<file path="src/rtl/core/vumph_pkg.sv">
package vumph_pkg;

  // Defaults for the top-level parameters
  localparam int NumLedsDef     = 18;
  localparam int NumChannelsDef = 2;

  // Segment index width; a column never exceeds 32 segments
  localparam int SegW = 5;
  // Signed top of column or peak dot, -1 means nothing lit
  localparam int TopW = SegW + 1;

  // dB to segment mapping: (level + DbOffset) / 3
  localparam int DbOffset = 45 + 3;
  // Divide by three as (x * Div3Mul) >> Div3Shift, exact for x below 256
  localparam int Div3Mul   = 171;
  localparam int Div3Shift = 9;

  localparam int OrangeAbove = 14;
  localparam int RedAbove    = 16;

  // Configuration register indexes
  localparam int CfgIdxW = 2;
  localparam logic [CfgIdxW-1:0] RegMode     = 2'd0;
  localparam logic [CfgIdxW-1:0] RegPeakHold = 2'd1;
  localparam logic [CfgIdxW-1:0] RegPeakStep = 2'd2;

  localparam int CfgDataW = 16;
  localparam logic [CfgDataW-1:0] PeakHoldRst = 16'd1000;
  localparam logic [CfgDataW-1:0] PeakStepRst = 16'd50;

  // Colour classes
  localparam logic [1:0] ColBg     = 2'd0;
  localparam logic [1:0] ColGreen  = 2'd1;
  localparam logic [1:0] ColOrange = 2'd2;
  localparam logic [1:0] ColRed    = 2'd3;

  // Queued item after classification
  typedef struct packed {
    logic            channel;
    logic [SegW-1:0] target;
    logic [31:0]     time_ms;
  } item_t;

  // One draw command
  typedef struct packed {
    logic            channel;
    logic [SegW-1:0] segment;
    logic            lit;
    logic [1:0]      colour;
  } cmd_t;

  // Configuration seen by the back end
  typedef struct packed {
    logic                mode;
    logic [CfgDataW-1:0] hold_ms;
    logic [CfgDataW-1:0] step_ms;
    logic                clear_tops;
  } cfg_t;

  function automatic cmd_t make_cmd(input logic channel, input logic signed [TopW-1:0] seg,
                                    input logic on);
    cmd_t c;
    c.channel = channel;
    c.segment = seg[SegW-1:0];
    c.lit     = on;
    if (!on) begin
      c.colour = ColBg;
    end else if (seg > TopW'(RedAbove)) begin
      c.colour = ColRed;
    end else if (seg > TopW'(OrangeAbove)) begin
      c.colour = ColOrange;
    end else begin
      c.colour = ColGreen;
    end
    return c;
  endfunction

endpackage

</file>
<file path="src/rtl/core/vumph_front.sv">
module vumph_front #(
  parameter int NUM_LEDS     = 18,
  parameter int NUM_CHANNELS = 2
) (
  input  logic                  in_valid_i,
  output logic                  in_stall_o,
  input  logic                  channel_i,
  input  logic signed [7:0]     level_db_i,
  input  logic [31:0]           time_ms_i,
  input  logic                  q_full_i,
  output logic                  q_push_o,
  output vumph_pkg::item_t      q_item_o
);
  import vumph_pkg::*;

  logic signed [8:0] sum;
  logic [15:0]       prod;
  logic [6:0]        quot;
  logic [SegW-1:0]   target;
  logic              ch_ok;

  // Map dB to target segment, clamp at both ends
  assign sum  = $signed({level_db_i[7], level_db_i}) + 9'sd48;
  assign prod = 16'(sum[7:0]) * 16'(Div3Mul);
  assign quot = prod[15:Div3Shift];

  always_comb begin
    if (sum[8]) begin
      target = '0;
    end else if (quot > 7'(NUM_LEDS - 1)) begin
      target = SegW'(NUM_LEDS - 1);
    end else begin
      target = quot[SegW-1:0];
    end
  end

  // Items for channels that do not exist are taken and dropped
  assign ch_ok      = int'(channel_i) < NUM_CHANNELS;
  assign in_stall_o = q_full_i;
  assign q_push_o   = in_valid_i && !q_full_i && ch_ok;

  assign q_item_o.channel = channel_i;
  assign q_item_o.target  = target;
  assign q_item_o.time_ms = time_ms_i;

endmodule

</file>
<file path="src/rtl/core/vumph_queue.sv">
module vumph_queue (
  input  logic             clk_i,
  input  logic             rst_ni,
  input  logic             push_i,
  input  vumph_pkg::item_t data_i,
  output logic             full_o,
  input  logic             pop_i,
  output vumph_pkg::item_t data_o,
  output logic             valid_o
);
  import vumph_pkg::*;

  item_t      mem_q [2];
  logic       wr_q, wr_d;
  logic       rd_q, rd_d;
  logic [1:0] cnt_q, cnt_d;
  logic       do_pop;

  assign full_o  = cnt_q == 2'd2;
  assign valid_o = cnt_q != 2'd0;
  assign data_o  = mem_q[rd_q];
  assign do_pop  = pop_i && valid_o;

  always_comb begin
    wr_d  = wr_q ^ push_i;
    rd_d  = rd_q ^ do_pop;
    cnt_d = cnt_q + 2'(push_i) - 2'(do_pop);
  end

  always_ff @(posedge clk_i or negedge rst_ni) begin
    if (!rst_ni) begin
      wr_q  <= 1'b0;
      rd_q  <= 1'b0;
      cnt_q <= 2'd0;
    end else begin
      wr_q  <= wr_d;
      rd_q  <= rd_d;
      cnt_q <= cnt_d;
    end
  end

  always_ff @(posedge clk_i) begin
    if (push_i) begin
      mem_q[wr_q] <= data_i;
    end
  end

endmodule

</file>
<file path="src/rtl/core/vumph_back.sv">
module vumph_back #(
  parameter int NUM_CHANNELS = 2
) (
  input  logic             clk_i,
  input  logic             rst_ni,
  input  vumph_pkg::cfg_t  cfg_i,
  input  logic             item_valid_i,
  input  vumph_pkg::item_t item_i,
  output logic             item_pop_o,
  output logic             cmd_valid_o,
  output vumph_pkg::cmd_t  cmd_o,
  output logic             cmd_last_o,
  input  logic             cmd_stall_i
);
  import vumph_pkg::*;

  localparam int ChW = (NUM_CHANNELS > 1) ? $clog2(NUM_CHANNELS) : 1;

  // Per-channel meter state
  logic signed [TopW-1:0] col_q   [NUM_CHANNELS];
  logic signed [TopW-1:0] pk_q    [NUM_CHANNELS];
  logic [31:0]            stamp_q [NUM_CHANNELS];
  logic                   hold_q  [NUM_CHANNELS];

  // Command buffer, up to three per item
  cmd_t       cmd_q [3];
  logic [1:0] cnt_q;
  logic [1:0] rd_q;

  logic [ChW-1:0]         ch_idx;
  logic signed [TopW-1:0] col, pk, tgt, col_new, pk_new;
  logic                   col_up, col_dn;
  logic                   a_en, pk_catch, pk_fall, light_pk;
  logic [31:0]            elapsed, limit;
  cmd_t                   cmd_a, cmd_b, cmd_c;
  cmd_t                   slot [3];
  logic [1:0]             n_cmd;
  logic                   out_fire, buf_free;

  assign ch_idx = ChW'(item_i.channel);
  assign col    = col_q[ch_idx];
  assign pk     = pk_q[ch_idx];
  assign tgt    = $signed({1'b0, item_i.target});

  // Column moves one step toward the target
  assign col_up  = tgt > col;
  assign col_dn  = tgt < col;
  assign col_new = col_up ? col + 6'sd1 : (col_dn ? col - 6'sd1 : col);
  // In peak mode the dot segment stays lit as the column falls through it
  assign a_en    = col_up || (col_dn && !(cfg_i.mode && col == pk));

  // Peak dot
  assign elapsed  = item_i.time_ms - stamp_q[ch_idx];
  assign limit    = hold_q[ch_idx] ? 32'(cfg_i.hold_ms) : 32'(cfg_i.step_ms);
  assign pk_catch = cfg_i.mode && (col_new >= pk);
  assign pk_fall  = cfg_i.mode && !pk_catch && (elapsed > limit);
  assign pk_new   = pk - 6'sd1;
  assign light_pk = pk_fall && (col_new != pk_new);

  assign cmd_a = col_up ? make_cmd(item_i.channel, col_new, 1'b1)
                        : make_cmd(item_i.channel, col, 1'b0);
  assign cmd_b = make_cmd(item_i.channel, pk, 1'b0);
  assign cmd_c = make_cmd(item_i.channel, pk_new, 1'b1);

  // Pack commands in order: column, peak clear, peak light
  assign slot[0] = a_en ? cmd_a : cmd_b;
  assign slot[1] = a_en ? cmd_b : cmd_c;
  assign slot[2] = cmd_c;
  assign n_cmd   = 2'(a_en) + 2'(pk_fall) + 2'(light_pk);

  assign cmd_valid_o = cnt_q != 2'd0;
  assign cmd_o       = cmd_q[rd_q];
  assign cmd_last_o  = rd_q == cnt_q - 2'd1;
  assign out_fire    = cmd_valid_o && !cmd_stall_i;
  // Next item may load as the last command of the current one leaves
  assign buf_free    = !cmd_valid_o || (out_fire && cmd_last_o);
  assign item_pop_o  = item_valid_i && buf_free;

  always_ff @(posedge clk_i or negedge rst_ni) begin
    if (!rst_ni) begin
      cnt_q <= 2'd0;
      rd_q  <= 2'd0;
    end else if (item_pop_o) begin
      cnt_q <= n_cmd;
      rd_q  <= 2'd0;
    end else if (out_fire) begin
      if (cmd_last_o) begin
        cnt_q <= 2'd0;
        rd_q  <= 2'd0;
      end else begin
        rd_q <= rd_q + 2'd1;
      end
    end
  end

  always_ff @(posedge clk_i) begin
    if (item_pop_o) begin
      for (int i = 0; i < 3; i++) begin
        cmd_q[i] <= slot[i];
      end
    end
  end

  always_ff @(posedge clk_i or negedge rst_ni) begin
    if (!rst_ni) begin
      for (int i = 0; i < NUM_CHANNELS; i++) begin
        col_q[i]   <= -6'sd1;
        pk_q[i]    <= -6'sd1;
        stamp_q[i] <= '0;
        hold_q[i]  <= 1'b0;
      end
    end else if (cfg_i.clear_tops) begin
      for (int i = 0; i < NUM_CHANNELS; i++) begin
        col_q[i] <= -6'sd1;
        pk_q[i]  <= -6'sd1;
      end
    end else if (item_pop_o) begin
      col_q[ch_idx] <= col_new;
      if (pk_catch) begin
        pk_q[ch_idx]    <= col_new;
        stamp_q[ch_idx] <= item_i.time_ms;
        hold_q[ch_idx]  <= 1'b1;
      end else if (pk_fall) begin
        pk_q[ch_idx]    <= pk_new;
        stamp_q[ch_idx] <= item_i.time_ms;
        hold_q[ch_idx]  <= 1'b0;
      end
    end
  end

endmodule

</file>
<file path="src/rtl/core/vu_meter_peak_hold.sv">
// An item taken at the input is written into the queue, then popped into the command
//   buffer once that is free; its first draw command is offered from the buffer.
// Throughput: one item per cycle if it draws at most one segment and out_stall_i is low;
//   an item drawing more (up to 3) keeps the single command port until its last leaves.
// Reset: mode 0, peak hold 1000 ms, peak step 50 ms, all tops at -1, peak stamps and
//   hold flags zero, queue and command buffer empty. No clearing pass.
module vu_meter_peak_hold #(
  parameter int NUM_LEDS     = vumph_pkg::NumLedsDef,
  parameter int NUM_CHANNELS = vumph_pkg::NumChannelsDef
) (
  input  logic                                 clk_i,
  input  logic                                 rst_ni,
  // Configuration write port
  input  logic                                 cfg_we_i,
  input  logic [vumph_pkg::CfgIdxW-1:0]        cfg_index_i,
  input  logic [vumph_pkg::CfgDataW-1:0]       cfg_data_i,
  // Input items
  input  logic                                 in_valid_i,
  output logic                                 in_stall_o,
  input  logic                                 channel_i,
  input  logic signed [7:0]                    level_db_i,
  input  logic [31:0]                          time_ms_i,
  // Draw commands
  output logic                                 out_valid_o,
  input  logic                                 out_stall_i,
  output logic                                 draw_channel_o,
  output logic [vumph_pkg::SegW-1:0]           draw_segment_o,
  output logic                                 lit_o,
  output logic [1:0]                           colour_o,
  output logic                                 last_o
);
  import vumph_pkg::*;

  // Config registers. Writes must arrive only while the meter is idle; not enforced.
  logic                mode_q;
  logic [CfgDataW-1:0] hold_ms_q;
  logic [CfgDataW-1:0] step_ms_q;
  cfg_t                cfg;

  always_ff @(posedge clk_i or negedge rst_ni) begin
    if (!rst_ni) begin
      mode_q    <= 1'b0;
      hold_ms_q <= PeakHoldRst;
      step_ms_q <= PeakStepRst;
    end else if (cfg_we_i) begin
      case (cfg_index_i)
        RegMode:     mode_q    <= cfg_data_i[0];
        RegPeakHold: hold_ms_q <= cfg_data_i;
        RegPeakStep: step_ms_q <= cfg_data_i;
        default:     ;
      endcase
    end
  end

  // Any mode write drops both tops of every channel back to -1
  assign cfg.mode       = mode_q;
  assign cfg.hold_ms    = hold_ms_q;
  assign cfg.step_ms    = step_ms_q;
  assign cfg.clear_tops = cfg_we_i && (cfg_index_i == RegMode);

  // Front: map dB to a target segment, drop unknown channels, feed the queue
  logic  q_full, q_push, q_valid, q_pop;
  item_t q_in, q_out;

  vumph_front #(
    .NUM_LEDS     (NUM_LEDS),
    .NUM_CHANNELS (NUM_CHANNELS)
  ) u_front (
    .in_valid_i (in_valid_i),
    .in_stall_o (in_stall_o),
    .channel_i  (channel_i),
    .level_db_i (level_db_i),
    .time_ms_i  (time_ms_i),
    .q_full_i   (q_full),
    .q_push_o   (q_push),
    .q_item_o   (q_in)
  );

  // Two-entry queue lets the front keep taking items while the back drains
  vumph_queue u_queue (
    .clk_i   (clk_i),
    .rst_ni  (rst_ni),
    .push_i  (q_push),
    .data_i  (q_in),
    .full_o  (q_full),
    .pop_i   (q_pop),
    .data_o  (q_out),
    .valid_o (q_valid)
  );

  // Back: column step, peak dot update, command buffer on the output side
  cmd_t cmd;

  vumph_back #(
    .NUM_CHANNELS (NUM_CHANNELS)
  ) u_back (
    .clk_i        (clk_i),
    .rst_ni       (rst_ni),
    .cfg_i        (cfg),
    .item_valid_i (q_valid),
    .item_i       (q_out),
    .item_pop_o   (q_pop),
    .cmd_valid_o  (out_valid_o),
    .cmd_o        (cmd),
    .cmd_last_o   (last_o),
    .cmd_stall_i  (out_stall_i)
  );

  assign draw_channel_o = cmd.channel;
  assign draw_segment_o = cmd.segment;
  assign lit_o          = cmd.lit;
  assign colour_o       = cmd.colour;

  // Commands of one item leave without gaps
  a_burst_no_gap: assert property (@(posedge clk_i) disable iff (!rst_ni)
    out_valid_o && !out_stall_i && !last_o |=> out_valid_o)
    else $error("gap inside a command burst");

  // A lit segment always carries a colour, a cleared one never does
  a_colour_class: assert property (@(posedge clk_i) disable iff (!rst_ni)
    out_valid_o |-> (lit_o == (colour_o != ColBg)))
    else $error("colour class does not match lit");

  // Drawn segments stay on the bar
  a_segment_range: assert property (@(posedge clk_i) disable iff (!rst_ni)
    out_valid_o |-> (int'(draw_segment_o) < NUM_LEDS))
    else $error("segment beyond bar");

endmodule

</file>
<file path="config.mk">
export PLATFORM = sky130hd
export DESIGN_NAME = vu_meter_peak_hold
export DESIGN_NICKNAME = d
export VERILOG_FILES = /design/src/rtl/core/vumph_pkg.sv /design/src/rtl/core/vumph_front.sv /design/src/rtl/core/vumph_queue.sv /design/src/rtl/core/vumph_back.sv /design/src/rtl/core/vu_meter_peak_hold.sv
export SDC_FILE = /design/constraint.sdc
export NUM_CORES = 1
export LEC_CHECK = 0
export BUFFER_PORTS_ARGS = -buffer_cell sky130_fd_sc_hd__buf_2
export CAP_MARGIN = 0
export CORE_ASPECT_RATIO = 1.1
export CORE_UTILIZATION = 57
export DETAILED_ROUTE_END_ITERATION = 10
export PLACE_DENSITY = 0.78
export SYNTH_ARGS = -nofsm -noshare
export SYNTH_HDL_FRONTEND = slang
export SYNTH_HIERARCHICAL = 1
export SYNTH_SLANG_ARGS = --single-unit
</file>
<file path="constraint.sdc">
create_clock -name clk_i -period 6.8 [get_ports clk_i]
set_clock_uncertainty 0.15 [all_clocks]
set_input_delay 1.36 -clock clk_i [delete_from_list [all_inputs] [get_ports clk_i]]
set_output_delay 1.36 -clock clk_i [all_outputs]
set_load 0.1 [all_outputs]
</file>
==> results.md <==
- Status: finished clean
- Vias: 10000
- Crit-path max cell delay: 0.94 ns
- Global-route wire length before repair: 51.9 mm
- Die width: 156 µm
- Pre-antenna DRT Iters: 5
- HPWL Detailed: 22.8 mm
- # port buffers: 75
- Synth warn: 6
- Synthesized area: 0.0150 mm²
- RSZ-0062 raised after global routing: false
- M1 WL: 14.2 mm
- Routed Wire Length: 31.8 mm
- Initial antenna violation count: 2
- Actual slew at the worst max-slew pin: 1.16 ns
- Die Ht: 172 µm
- Final slew viol count: 0
- Top FF cell, synth: edfxtp_1
- CTS tree: yes
- Initial core utilization: 0.585
- Crit-path most repeated cell: mux2_2
- Ys async rst share: 0.567
- Final worst-path cycle share: 0.910
- Worst Setup Start Kind: flop
- Root buffer cell: clkbuf_16
- # setup viols final: 0
- Critical path required time: 7.05 ns
- Worst endpoint data arrival time: 6.44 ns
- Core Box Area: 0.0256 mm²
- Postcts setup bufs: 0
- I/O Pins: 76
- Number of nets in the layout: 1517
- Min Tclk post-route: 6.19 ns
- Total Routing Usage GR: 0.242
- Sinks on Clock Net: 231
- Synth unique cells: 85
- DR iter-0 viols: 560
- Clk buf depth: 3
- Finished Layout Cells: 1695
- Critical path's slowest cell: and3b_2
- Hold Crit Class: reg -> reg
- Largest delay share family, worst path: simple AND/OR/NAND/NOR gates
- Setup tns final: 0 ns
- H-tree level count: 1
- Final hold vios: 0
- Post_cts resized: 0
- Clock Pin Slew Worst Setup and Hold Paths: 0.06 ns
- CP Cell Sequence: mux2_2 > mux2_2 > inv_1 > ha_1 > and3_1 > a221oi_2 > nand2_1 > nand2_1 > o22ai_1 > xor2_1 > buf_4 > inv_1 > ha_1 > nor2b_1 > o21ai_0 > a31oi_1 > o41a_1 > and3b_2 > mux2_2
- Worst Setup End Kind: flop
- Syn Area/Cell: 11.6 µm²
- Top cell type's share of synthesized area: 0.201
- # hold bufs at CTS: 0
- Crit path buf inv count: 3
- Placed Cells: 1648
- Num rows: 61
- Ratio of cells with drive above 1 in the final layout: 0.248
- # DRC: 0
- Wirelength per Cell: 18.7 µm
- Highest clock rate: 162 MHz
- Area delta synth->final: 8.45%
- CTS Buf Count: 25
- Remaining Overflow, GRT: 0
- Count leader, synth: ha_1
- Vias in the first global route: 10300
- Largest net degree at the start of global routing: 82
- GP Congestion: 0.948
- Highest Signal Layer: met4
- Metal3 WL: 1.39 mm
- Crit path max fanout: 33
- Kind of critical path: reg -> reg
- Syn_nets: 1480
- Routed wl met2: 15.5 mm
- Post-synthesis sequential area ratio: 0.423
- Flops & latches, synth: 231
- Top area cells in the synthesized netlist: edfxtp_1 (20%), dfrtp_1 (16%), ha_1 (9.2%)
- Post-Syn Instances: 1292
- Max-Cap Viols: 0
- Antenna-violating nets left: 0
- Die area: 0.0269 mm²
- Top cells by count, synth: ha_1 (110), edfxtp_1 (100), dfrtp_1 (98)
- Post-synth EDFFs: 100
- Worst skew pair latency: 0.52 ns
- Via density: 5.91
- Area leader, netlist: edfxtp_1
- Slew HR: 0.230
[logic make-up (layout without fill, tap and decap cells)]
logic type,Yosys count,in the layout,share of synthesized area
and+or+nand+nor,263,263,0.0906
AOI/OAI and AO/OA,233,233,0.110
DFF,231,231,0.423
muxes,223,223,0.176
buffers and inverters,160,215,0.0570
adders and majority gates,124,124,0.111
xor gates and xnor gates,58,58,0.0339
other,0,2,0
[worst paths after layout]
path | startpoint | endpoint | slack [ns] | depth (start not counted)
max in group asynchronous | rst_ni | u_queue/rd_q$_DFF_PN0_ | 4.32 | 2
min in group asynchronous | rst_ni | u_back/stamp_q[43]$_DFFE_PN0P_ | 0.87 | 1
max | u_queue/rd_q$_DFF_PN0_ | u_back/stamp_q[20]$_DFFE_PN0P_ | 0.61 | 19
min | u_back/stamp_q[53]$_DFFE_PN0P_ | u_back/stamp_q[53]$_DFFE_PN0P_ | 0.34 | 1
max reg2reg | u_queue/rd_q$_DFF_PN0_ | u_back/stamp_q[20]$_DFFE_PN0P_ | 0.61 | 19
min reg2reg | u_back/stamp_q[53]$_DFFE_PN0P_ | u_back/stamp_q[53]$_DFFE_PN0P_ | 0.34 | 1
[sequential cells by signal, indices dropped and copies added (netlist names), named ones only]
register        cells
u_queue/mem_q      76
u_back/stamp_q     64
u_back/cmd_q       24
hold_ms_q          16
step_ms_q          16
u_back/col_q       12
u_back/pk_q        12
u_back/cnt_q        2
u_back/rd_q         2
u_queue/cnt_q       2
mode_q              1
u_queue/rd_q        1
u_queue/wr_q        1
[metrics by stage]
step / instance area [µm²] / hold slack [ns] / util / setup WS, ns
floorplan: 15000 / 0.307 / - / 0.263
global placement: 15400 / 0.317 / 0.602 / 0.588
detailed placement: 15400 / 0.329 / 0.602 / 0.470
CTS: 16200 / 0.342 / 0.635 / 0.669
global route: 16200 / 0.363 / 0.635 / 0.260
finish: 16200 / 0.341 / 0.635 / 0.615
[layer usage]
metal | global-route usage | up-vias
met2 | 0.425 | 223
met5 | 0 | -
met3 | 0.0323 | 56
met1 | 0.314 | 4935
li1 | - | 4804
met4 | 0.0673 | 0
[layout by cell type (no fill, tap or decap), drive strengths merged, types with 26 or more instances in the layout]
master	count
a21oi	56
buf	98
clkbuf	37
dfrtp	98
dfstp	33
edfxtp	100
ha	110
inv	73
mux2	139
mux2i	84
nand2	65
nand4	26
nor2	73
o21ai	45
xnor2	43
[final cells by class]
type	count	area, µm²
fillers	2002	9340
diodes	2	5.00
repair buffers	98	563
inverters	72	270
well taps	346	433
clock buffers	37	753
flip-flops and latches	231	6320
clock inverters	8	76.3
multi-input cells	901	7800
[worst reg2reg max path: cells and delay by family (launching register included)]
family	cells	cell delay, ns
buffers and inverters	3	0.37
adders and majority gates	2	0.52
AOI/OAI and AO/OA	5	1.32
muxes	3	1.37
DFF	1	0.40
xor gates and xnor gates	1	0.14
and+or+nand+nor	5	1.82
Power is left out: the tool's default activity adds up to more than one toggle a clock period on the data nets, which glitch-free logic cannot reach.
